<file path="config.mk">
export PLATFORM = sky130hd
export DESIGN_NAME = obac_ctrl
export DESIGN_NICKNAME = d
export VERILOG_FILES = /design/src/hw/rtl/obac_pkg.sv /design/src/hw/rtl/obac_ctrl.sv
export SDC_FILE = /design/constraint.sdc
export NUM_CORES = 1
export LEC_CHECK = 0
export ABC_AREA = 1
export BUFFER_PORTS_ARGS = -buffer_cell sky130_fd_sc_hd__buf_2
export CAP_MARGIN = 0
export CELL_PAD_IN_SITES_DETAIL_PLACEMENT = 0
export CELL_PAD_IN_SITES_GLOBAL_PLACEMENT = 2
export CORE_MARGIN = 2
export CORE_UTILIZATION = 24
export CTS_BUF_LIST = sky130_fd_sc_hd__clkbuf_2
export DETAILED_ROUTE_END_ITERATION = 7
export PLACE_DENSITY_LB_ADDON = 0.2
export SLEW_MARGIN = 5
export SYNTH_ARGS = -nofsm -noshare
export SYNTH_HDL_FRONTEND = slang
export SYNTH_SLANG_ARGS = --single-unit
</file>
<file path="constraint.sdc">
create_clock -name clk -period 3.2 [get_ports clk]
set_clock_uncertainty 0.05 [all_clocks]
set_input_delay 0.32 -clock clk [delete_from_list [all_inputs] [get_ports clk]]
set_output_delay 0.32 -clock clk [all_outputs]
set_load 0.01 [all_outputs]
</file>
<file path="src/hw/rtl/obac_pkg.sv">
// shared constants, codes and types of the order book add/cancel core
package obac_pkg;

  localparam int MAX_ORDERS   = 4096;
  localparam int PRICE_LEVELS = 4096;
  localparam int PROBE_LIMIT  = 16;

  localparam int SLOT_W    = $clog2(MAX_ORDERS);
  localparam int OFF_W     = $clog2(PRICE_LEVELS);
  localparam int LVL_W     = OFF_W + 1;
  localparam int LEVELS    = 2 * PRICE_LEVELS;
  localparam int CLR_DEPTH = (LEVELS > MAX_ORDERS) ? LEVELS : MAX_ORDERS;
  localparam int CLR_W     = $clog2(CLR_DEPTH);
  localparam int PCNT_W    = (PROBE_LIMIT > 1) ? $clog2(PROBE_LIMIT) : 1;

  localparam int ID_W     = 64;
  localparam int PRICE_W  = 32;
  localparam int QTY_W    = 32;
  localparam int CNT_W    = 13;
  localparam int SUM_W    = 44;
  localparam int STATUS_W = 3;

  // hash keeps only the product bits that reach the slot index
  localparam int HASH_W = 32 + SLOT_W;
  localparam int HALF_W = HASH_W / 2;
  localparam logic [63:0] GOLDEN = 64'h9E37_79B9_7F4A_7C15;

  typedef enum logic [1:0] {
    SLOT_EMPTY = 2'd0,
    SLOT_USED  = 2'd1,
    SLOT_FREED = 2'd2
  } slot_st_t;

  typedef enum logic [STATUS_W-1:0] {
    ST_ADDED     = 3'd0,
    ST_CANCELLED = 3'd1,
    ST_UNKNOWN   = 3'd2,
    ST_DUPLICATE = 3'd3,
    ST_FULL      = 3'd4,
    ST_RANGE     = 3'd5
  } result_st_t;

  typedef enum logic [1:0] {
    MODE_INS  = 2'd0,
    MODE_FILL = 2'd1,
    MODE_REM  = 2'd2
  } lvl_mode_t;

  typedef enum logic [3:0] {
    S_CLEAR,
    S_IDLE,
    S_HASH1,
    S_HASH2,
    S_PROBE,
    S_CHECK,
    S_LVL_RD,
    S_LVL_UPD,
    S_FRONT_RD,
    S_FRONT,
    S_DONE
  } ctrl_state_t;

  typedef struct packed {
    slot_st_t              st;
    logic [ID_W-1:0]       key;
    logic [QTY_W-1:0]      qty;
    logic                  side;
    logic [OFF_W-1:0]      off;
  } slot_word_t;

  typedef struct packed {
    logic [CNT_W-1:0]  cnt;
    logic [SUM_W-1:0]  sum;
    logic [SLOT_W-1:0] head;
    logic [SLOT_W-1:0] tail;
  } level_word_t;

  typedef struct packed {
    logic       accept;
    logic       clr_step;
    logic       ld_home;
    logic       advance;
    logic       note_free;
    logic       take_free;
    logic       found;
    logic       set_st;
    result_st_t st;
    logic       lvl_upd;
    lvl_mode_t  mode;
    logic       rd_front;
    logic       ld_front;
    logic       load_out;
  } dp_cmd_t;

  typedef struct packed {
    logic clr_last;
    logic kind;
    logic oor;
    logic used;
    logic empty;
    logic key_match;
    logic probe_last;
    logic have_free;
    logic new_cnt_nz;
    logic out_free;
  } dp_stat_t;

endpackage

</file>
<file path="src/hw/rtl/obac_ctrl.sv">
// sequencing state machine for probe, link update and result hand-off
module obac_ctrl (
  input  logic              clk,
  input  logic              rst_n,
  input  logic              in_valid,
  output logic              in_ready,
  input  obac_pkg::dp_stat_t stat,
  output obac_pkg::dp_cmd_t  cmd
);
  import obac_pkg::*;

  ctrl_state_t state_r, state_nxt;
  lvl_mode_t   mode_r, mode_nxt;
  logic        any_free;

  always_ff @(posedge clk) begin
    if (!rst_n) begin
      state_r <= S_CLEAR;
      mode_r  <= MODE_FILL;
    end else begin
      state_r <= state_nxt;
      mode_r  <= mode_nxt;
    end
  end

  assign any_free = stat.have_free || !stat.used;

  always_comb begin
    cmd       = '0;
    state_nxt = state_r;
    mode_nxt  = mode_r;
    in_ready  = 1'b0;
    case (state_r)
      S_CLEAR: begin
        cmd.clr_step = 1'b1;
        if (stat.clr_last) begin
          state_nxt = S_IDLE;
        end
      end
      S_IDLE: begin
        in_ready = 1'b1;
        if (in_valid) begin
          cmd.accept = 1'b1;
          state_nxt  = S_HASH1;
        end
      end
      S_HASH1: begin
        state_nxt = S_HASH2;
      end
      S_HASH2: begin
        cmd.ld_home = 1'b1;
        if (!stat.kind && stat.oor) begin
          cmd.set_st = 1'b1;
          cmd.st     = ST_RANGE;
          state_nxt  = S_DONE;
        end else begin
          state_nxt = S_PROBE;
        end
      end
      S_PROBE: begin
        state_nxt = S_CHECK;
      end
      S_CHECK: begin
        if (!stat.kind) begin
          if (stat.used && stat.key_match) begin
            cmd.set_st = 1'b1;
            cmd.st     = ST_DUPLICATE;
            mode_nxt   = MODE_FILL;
            state_nxt  = S_LVL_RD;
          end else if (stat.empty || stat.probe_last) begin
            cmd.set_st = 1'b1;
            state_nxt  = S_LVL_RD;
            if (any_free) begin
              cmd.take_free = 1'b1;
              cmd.st        = ST_ADDED;
              mode_nxt      = MODE_INS;
            end else begin
              cmd.st   = ST_FULL;
              mode_nxt = MODE_FILL;
            end
          end else begin
            cmd.note_free = 1'b1;
            cmd.advance   = 1'b1;
            state_nxt     = S_PROBE;
          end
        end else begin
          if (stat.empty) begin
            cmd.set_st = 1'b1;
            cmd.st     = ST_UNKNOWN;
            state_nxt  = S_DONE;
          end else if (stat.used && stat.key_match) begin
            cmd.found  = 1'b1;
            cmd.set_st = 1'b1;
            cmd.st     = ST_CANCELLED;
            mode_nxt   = MODE_REM;
            state_nxt  = S_LVL_RD;
          end else if (stat.probe_last) begin
            cmd.set_st = 1'b1;
            cmd.st     = ST_UNKNOWN;
            state_nxt  = S_DONE;
          end else begin
            cmd.advance = 1'b1;
            state_nxt   = S_PROBE;
          end
        end
      end
      S_LVL_RD: begin
        state_nxt = S_LVL_UPD;
      end
      S_LVL_UPD: begin
        cmd.lvl_upd = 1'b1;
        cmd.mode    = mode_r;
        state_nxt   = stat.new_cnt_nz ? S_FRONT_RD : S_DONE;
      end
      S_FRONT_RD: begin
        cmd.rd_front = 1'b1;
        state_nxt    = S_FRONT;
      end
      S_FRONT: begin
        cmd.ld_front = 1'b1;
        state_nxt    = S_DONE;
      end
      S_DONE: begin
        if (stat.out_free) begin
          cmd.load_out = 1'b1;
          state_nxt    = S_IDLE;
        end
      end
      default: begin
        state_nxt = S_IDLE;
      end
    endcase
  end
endmodule

</file>
==> parameters.txt, run 1 <==
Parameter                              Value

Timing
  Final WS setup    1400 ps
  Worst-margin pin slew    362 ps
  Unrepaired setup endpoints after global routing    false
  Achievable frequency    0.556 GHz
  Endpoints failing setup    0
  Final hold viol count    0
  Count of pins over their slew limit    0
  Final Critical Period    1800 ps
  Hold_ws    294 ps
  Tcrit/Tclk final    0.562
  Worst relative slew slack    0.758
  Setup TNS Final    0 ps

Drt
  Number of detailed-route iterations in the first pass    4
  First-iteration detailed-routing DRC count    19
  Post-DR vias/cell    4.33
  Post-detailed-routing wire length    1.67 mm
  Avg WL per Cell    10.0 um
  Total DRC errors in the routed layout    0
  Total number of vias    719
  Count of antenna-violating nets left after detailed routing    0

Critical path
  Critical-path cell with the highest stage delay    sky130_fd_sc_hd__dfxtp_1
  Nature of the critical path endpoint    output pin
  Data arrival at the endpoint of the critical path    1430 ps
  Worst setup SP type    flip-flop
  Largest delay contributor family on the critical path    flip-flops
  Critical path type    flip-flop to output pin
  Peak fanout along the critical path    8
  Largest incremental delay on the critical path    540 ps
  Series of cell instances along the critical path    nand2_4, nor2_8, o21ai_2, nor2_4, nand2_2, inv_1, buf_2
  Buffers and inverters on the worst path    2
  Req. time, crit path    2830 ps

Finish
  Total Nets Final    151
  Layout cells sized above 1    0.419
  Relative area change from synthesis to final layout    29.8%
  Non-filler cells in the finished layout    166
  Fillers    310
  Diodes inserted    0
  Multi-input logic area    402 sq um
  FF/Latch Area    120 sq um
  Core Util, Final    0.330
  Post-route cell area    818 sq um

Synth
  Net count of the mapped netlist    118
  Number of register bits inferred by synthesis    6
  Largest family of logic cells by synthesized area    simple AND/OR/NAND/NOR gates
  Synth Area in Compound Gates    0.131
  Library cell with the largest summed area after synthesis    sky130_fd_sc_hd__dfxtp_1
  Synthesized instance count    105
  Number of warnings reported in the yosys synthesis log    0
  Most instantiated flip-flop cell in the synthesis netlist    sky130_fd_sc_hd__dfxtp_1
  Sequential share of the synthesized area    0.190
  Asr flop ratio synth    0
  Post-Synthesis Mean Instance Area    6.01 sq um
  Adder and majority cell fraction of the synthesized area    0
  Netlist area before placement    631 sq um
  Most frequently used cell type in the post-synthesis netlist    sky130_fd_sc_hd__inv_1
  Top post-synthesis cells by count    sky130_fd_sc_hd__inv_1 (18), sky130_fd_sc_hd__nor2_1 (17), sky130_fd_sc_hd__nand2_1 (16)
  Count of cell types in the netlist    24
  Parity-gate share of the synthesized area counting xor and xnor cells    0
  Area fraction of the dominant cell type after synthesis    0.190
  Synth top area cells    sky130_fd_sc_hd__dfxtp_1 (19%), sky130_fd_sc_hd__inv_1 (11%), sky130_fd_sc_hd__nor2_1 (10%)
  EDFF count, synth    0
  Portion of netlist area occupied by mux cells    0
  Share of synthesized cell area in and, or, nand and nor gates    0.506

Clock tree
  TritonCTS clock tree    built
  # H-tree levels    1
  Sinks on the clock net    6
  Clock transition at the register clock pins on the worst setup and hold paths after CTS    60 ps
  Number of buffers inserted during clock tree synthesis    3
  Post-CTS Hold Fix Bufs    0
  Root buffer selected by CTS    sky130_fd_sc_hd__clkbuf_2
  Maximum clock path buffer count    2
  Clock latency on the worst-skew pair    210 ps
  Post CTS Setup Buffer Count    0
  Post-CTS sizing    0

Place
  Number of buffers inserted by port buffering    30
  Worst slack after detailed placement    1600 ps
  Area of placed instances    803 sq um
  Placed instance count    163
  GP Congestion    0.754
  Detail Placement HPWL    1.47 mm

Global routing
  Most crowded layer after global routing    met2
  Number of global-route vias before repair    709
  Initial antenna violation count    0
  Pin count of the biggest net entering global routing    10
  First-pass GRT wire length    3.02 mm
  Met2 Track Usage GR    0.190
  GRT overflow    0
  Global-route total usage across every layer    0.119
  Grt met1 use    0.160
  Met3 routing resource usage after global routing    0.0258

Floorplanning
  Number of placement rows    18
  Area of the die    3050 sq um
  Starting utilization of the core area    0.255
  Io pins    31
  Core Area    2480 sq um
  Die boundary height    55.3 um
  Die Wd    55.3 um

Power and ir drop
  Sequential fraction of design power    0.393
  Clock network power share    0.232
  Pwr Total    0.222 mW
  Power dissipated by switching net loads    0.0866 mW
  Power density of the placed cells    271 nW/um^2
  Portion of total power attributed to combinational logic    0.375
  Highest ir drop seen on vdd    107 uV
  Switching power as a share of total power    0.390
  Cell-internal power    0.135 mW
  Reported leakage power    0.520 nW

Job
  Maximum Capacitance Violations    0

Status
  Result of the run    finished clean

Worst hold path
  Min-Delay Path Class    input port to flip-flop
worst register-to-register path, stage by stage, from the launching register on:
cell and delay, ps:
sky130_fd_sc_hd__dfxtp_1 540, sky130_fd_sc_hd__nand2_2 120, sky130_fd_sc_hd__inv_2 90, sky130_fd_sc_hd__nand2_1 120
sky130_fd_sc_hd__nor2_1 110, sky130_fd_sc_hd__nor2_1 50, sky130_fd_sc_hd__nand2_1 50, sky130_fd_sc_hd__nand2_1 50
sky130_fd_sc_hd__a21oi_1 100
per-layer routing:
| layer | wire, um | share of wire | vias to the layer above |
|---|---|---|---|
| li1 | - | - | 392 |
| met1 | 784 | 0.47 | 308 |
| met2 | 808 | 0.48 | 19 |
| met3 | 75 | 0.045 | 0 |
| met4 | 0 | 0 | 0 |
| met5 | 0 | 0 | - |
cell type report:
class | instances | share of cell area
Clock buffer | 3 | 0.0183
Inverter | 25 | 0.115
Multi-Input combinational cell | 72 | 0.491
Sequential cell | 6 | 0.147
Tap cell | 30 | 0.0459
Timing Repair Buffer | 30 | 0.183
cell families after synthesis:
kind of cell	count (synthesis)
flip-flops	6
AND/OR/NAND/NOR	58
AO/OA/AOI/OAI	14
buffers and inverters	27
cell usage in the layout, fill, tap and decap left out, drive strengths merged:
cell type and instances:
o31ai 1, clkbuf 3, nor2 23, buf 30
nand4 4, nand2 22, nand3 5, a21oi 4
nor3 2, inv 25, o211ai 1, nand3b 1
o21ai 8, dfxtp 6, nor4 1
final timing paths:
| path | slack (ps) | end | cells after the start | startpoint |
|---|---|---|---|---|
| setup / recovery | 1400 | cmd[10] | 7 | state_r[0]$_SDFFE_PN0P_ |
| hold / removal | 290 | state_r[3]$_SDFFE_PN0P_ | 3 | rst_n |
| setup reg to reg | 1860 | state_r[1]$_SDFFE_PN0P_ | 8 | state_r[0]$_SDFFE_PN0P_ |
| hold reg to reg | 450 | mode_r[1]$_SDFFE_PN0P_ | 2 | mode_r[1]$_SDFFE_PN0P_ |
sequential cells by signal, summed over array words and instances (netlist names):
register,cells
state_r,4
mode_r,2
power groups by stage:
| stage | clock network, mW | logic (mW) | registers (mW) |
|---|---|---|---|
| after floorplan | 0 | 0.0668 | 0.0832 |
| after detailed placement | 0 | 0.0847 | 0.0890 |
| after global routing | 0.0594 | 0.0971 | 0.0884 |
| final | 0.0515 | 0.0832 | 0.0873 |
| after global placement | 0 | 0.0853 | 0.0889 |
| after CTS | 0.0552 | 0.0850 | 0.0873 |
No activity file was read; power rests on OpenSTA's default activity.
==> inputs of run 2 (changes only) <==
--- a/config.mk
+++ b/config.mk
@@ -11,7 +11,7 @@
 export CELL_PAD_IN_SITES_DETAIL_PLACEMENT = 0
 export CELL_PAD_IN_SITES_GLOBAL_PLACEMENT = 2
 export CORE_MARGIN = 2
-export CORE_UTILIZATION = 24
+export CORE_UTILIZATION = 20
 export CTS_BUF_LIST = sky130_fd_sc_hd__clkbuf_2
 export DETAILED_ROUTE_END_ITERATION = 7
 export PLACE_DENSITY_LB_ADDON = 0.2
==> constraint.sdc (replaced) <==
create_clock -name clk -period 1.55 [get_ports clk]
set_clock_uncertainty 0.05 [all_clocks]
set_input_delay 0.155 -clock clk [delete_from_list [all_inputs] [get_ports clk]]
set_output_delay 0.155 -clock clk [all_outputs]
set_load 0.01 [all_outputs]
==> parameters.txt, run 2 (synthesis results as in run 1) <==
Parameter                              Value

Status
  Result of the run    finished clean

Timing
  Unrepaired setup endpoints after global routing    true
  Worst-margin pin slew    291 ps (-71.7 ps)
  Endpoints failing setup    0 (unchanged)
  Achievable frequency    0.665 GHz
  Worst relative slew slack    0.805 (+0.0468)
  Tcrit/Tclk final    0.970
  Count of pins over their slew limit    0 (unchanged)
  Final Critical Period    1500 ps
  Final hold viol count    0 (unchanged)
  Final WS setup    45.7 ps (-1360 ps)
  Setup TNS Final    0 ps (unchanged)

Clock tree
  Number of buffers inserted during clock tree synthesis    3 (unchanged)
  # H-tree levels    1 (unchanged)
  Sinks on the clock net    6 (unchanged)
  Clock latency on the worst-skew pair    220 ps (about the same)
  TritonCTS clock tree    built
  Maximum clock path buffer count    2 (unchanged)
  Root buffer selected by CTS    sky130_fd_sc_hd__clkbuf_2
  Clock transition at the register clock pins on the worst setup and hold paths after CTS    60 ps (about the same)

Job
  Maximum Capacitance Violations    0 (unchanged)

Global routing
  First-pass GRT wire length    2.99 mm (-0.93%)
  Initial antenna violation count    0 (unchanged)
  GRT overflow    0 (unchanged)
  Number of global-route vias before repair    696 (-1.8%)
  Pin count of the biggest net entering global routing    10 (unchanged)
  Global-route total usage across every layer    0.111 (-0.00721)

Drt
  First-iteration detailed-routing DRC count    19 (unchanged)
  Post-detailed-routing wire length    1.80 mm (+8.0%)
  Avg WL per Cell    9.79 um (-2.6%)
  Total number of vias    745 (+3.6%)
  Number of detailed-route iterations in the first pass    4 (unchanged)
  Total DRC errors in the routed layout    0 (unchanged)
  Count of antenna-violating nets left after detailed routing    0 (unchanged)
  Post-DR vias/cell    4.05 (-6.5%)

Critical path
  Critical path type    flip-flop to output pin
  Nature of the critical path endpoint    output pin
  Req. time, crit path    1340 ps (-1490 ps)
  Critical R2R Launch    state_r[1]$_SDFFE_PN0P_
  Reg-to-reg endpoint    state_r[0]$_SDFFE_PN0P_
  Worst setup SP type    flip-flop
  Setup slack on the worst flop-to-flop path    290 ps (-1570 ps)
  Worst reg-to-reg path cell count    9 (+1)
  Data arrival at the endpoint of the critical path    1300 ps (-130 ps)
  Peak fanout along the critical path    6 (-2)

Floorplanning
  Die boundary height    60.2 um (+8.8%)
  Starting utilization of the core area    0.208 (-0.0463)
  Number of placement rows    20 (+2)
  Die Wd    60.2 um (+8.8%)
  Core Area    3030 sq um (+22%)
  Area of the die    3620 sq um (+18%)
  Io pins    31 (unchanged)

Finish
  Fillers    365 (+18%)
  FF/Latch Area    130 sq um (+8.3%)
  Number of flip-flops in the largest register    4 (unchanged)
  Diodes inserted    0 (unchanged)
  Largest registers in the final layout    state_r x4, mode_r x2
  Relative area change from synthesis to final layout    42.7%
  Total Nets Final    155 (+2.6%)
  Commonest non-fill, non-tap cells in the layout    sky130_fd_sc_hd__buf_2 (29), sky130_fd_sc_hd__inv_1 (17), sky130_fd_sc_hd__nor2_1 (17), sky130_fd_sc_hd__nand2_1 (16), sky130_fd_sc_hd__inv_2 (6)
  Layout cells sized above 1    0.471 (+0.0523)
  Largest register by flop count    state_r
  Most common cell after layout, fill and taps aside    sky130_fd_sc_hd__buf_2
  Multi-input logic area    414 sq um (+3.1%)

Power and ir drop
  Portion of total power attributed to combinational logic    0.383 (+0.008)
  Pwr Total    0.476 mW (+110%)
  Cell-internal power    0.287 mW (+110%)
  Reported leakage power    0.542 nW (+4.4%)
  Switching power as a share of total power    0.398 (+0.00748)
  Clock network power share    0.233 (about the same)
  Power dissipated by switching net loads    0.189 mW (+120%)
  Sequential fraction of design power    0.384 (-0.009)
  Power density of the placed cells    529 nW/um^2 (+95%)
  Highest ir drop seen on vdd    238 uV (+120%)

Place
  Number of buffers inserted by port buffering    30 (unchanged)
  GP Congestion    0.705 (-6.5%)
  Detail Placement HPWL    1.57 mm (+6.8%)
  Worst slack after detailed placement    133 ps (-1470 ps)

Worst hold path
  Sink of the worst hold path    state_r[3]$_SDFFE_PN0P_
  Min-Delay Path Class    input port to flip-flop
  Source of the worst hold timing path    rst_n
  Hold Crit Depth    3 (unchanged)
## run 2: area by class of cell
class                      count  area share
tap                           44      0.0612
clock buffer                   3      0.0167
timing repair buffer          34       0.207
inverter                      25       0.110
sequential                     6       0.145
multi-input combinational     72       0.460
## run 2: power by group through the flow
| stage | clock, mW | sequential [mW] | combinational (mW) |
|---|---|---|---|
| 2_1_floorplan | 0 | 0.172 | 0.138 |
| 3_3_place_gp | 0 | 0.184 | 0.178 |
| 3_5_place_dp | 0 | 0.184 | 0.177 |
| 4_1_cts | 0.118 | 0.183 | 0.183 |
| 5_1_grt | 0.128 | 0.184 | 0.207 |
| 6_report | 0.111 | 0.183 | 0.182 |
## run 2: worst max path at each step
stage | slack (ps) | to | from | cells after the start
after CTS | 4 | cmd[10] | state_r[1]$_SDFFE_PN0P_ | 8
after detailed placement | 130 | cmd[10] | state_r[0]$_SDFFE_PN0P_ | 7
after global placement | 160 | cmd[10] | state_r[0]$_SDFFE_PN0P_ | 7
final | 50 | cmd[10] | state_r[3]$_SDFFE_PN0P_ | 8
after global routing | -50 | cmd[10] | state_r[3]$_SDFFE_PN0P_ | 8
after floorplan | 300 | cmd[7] | state_r[1]$_SDFFE_PN0P_ | 5
## run 2: worst max-delay path: stages (launching register included)
cell	delay (ps)
sky130_fd_sc_hd__dfxtp_4	370
sky130_fd_sc_hd__inv_4	60
sky130_fd_sc_hd__nand2_4	60
sky130_fd_sc_hd__nor2_8	150
sky130_fd_sc_hd__o21ai_4	90
sky130_fd_sc_hd__nor2_4	130
sky130_fd_sc_hd__nand2_2	70
sky130_fd_sc_hd__inv_2	60
sky130_fd_sc_hd__buf_6	90
## run 2: metal layers
layer | share of wire | track usage | up-vias
li1 | - | - | 400
met1 | 0.44 | 0.126 | 322
met2 | 0.49 | 0.194 | 21
met3 | 0.070 | 0.0303 | 2
met4 | 0.0044 | 0.0476 | 0
met5 | 0 | 0 | -
## run 2: repair_timing
item	in CTS	in global routing
hold buffers	0	0
endpoints found under the setup margin	10	6
gates resized for setup	5	7
pin swaps	1	2
setup buffers	1	3
## run 2: through the flow
step / util / hold WS (ps) / instances / instance area, sq um
detailed placement: 0.271 / 365 / 177 / 821
floorplan: - / 203 / 105 / 631
global placement: 0.271 / 351 / 177 / 821
CTS: 0.281 / 119 / 181 / 852
global route: 0.297 / 116 / 184 / 900
finish: 0.297 / 130 / 184 / 900
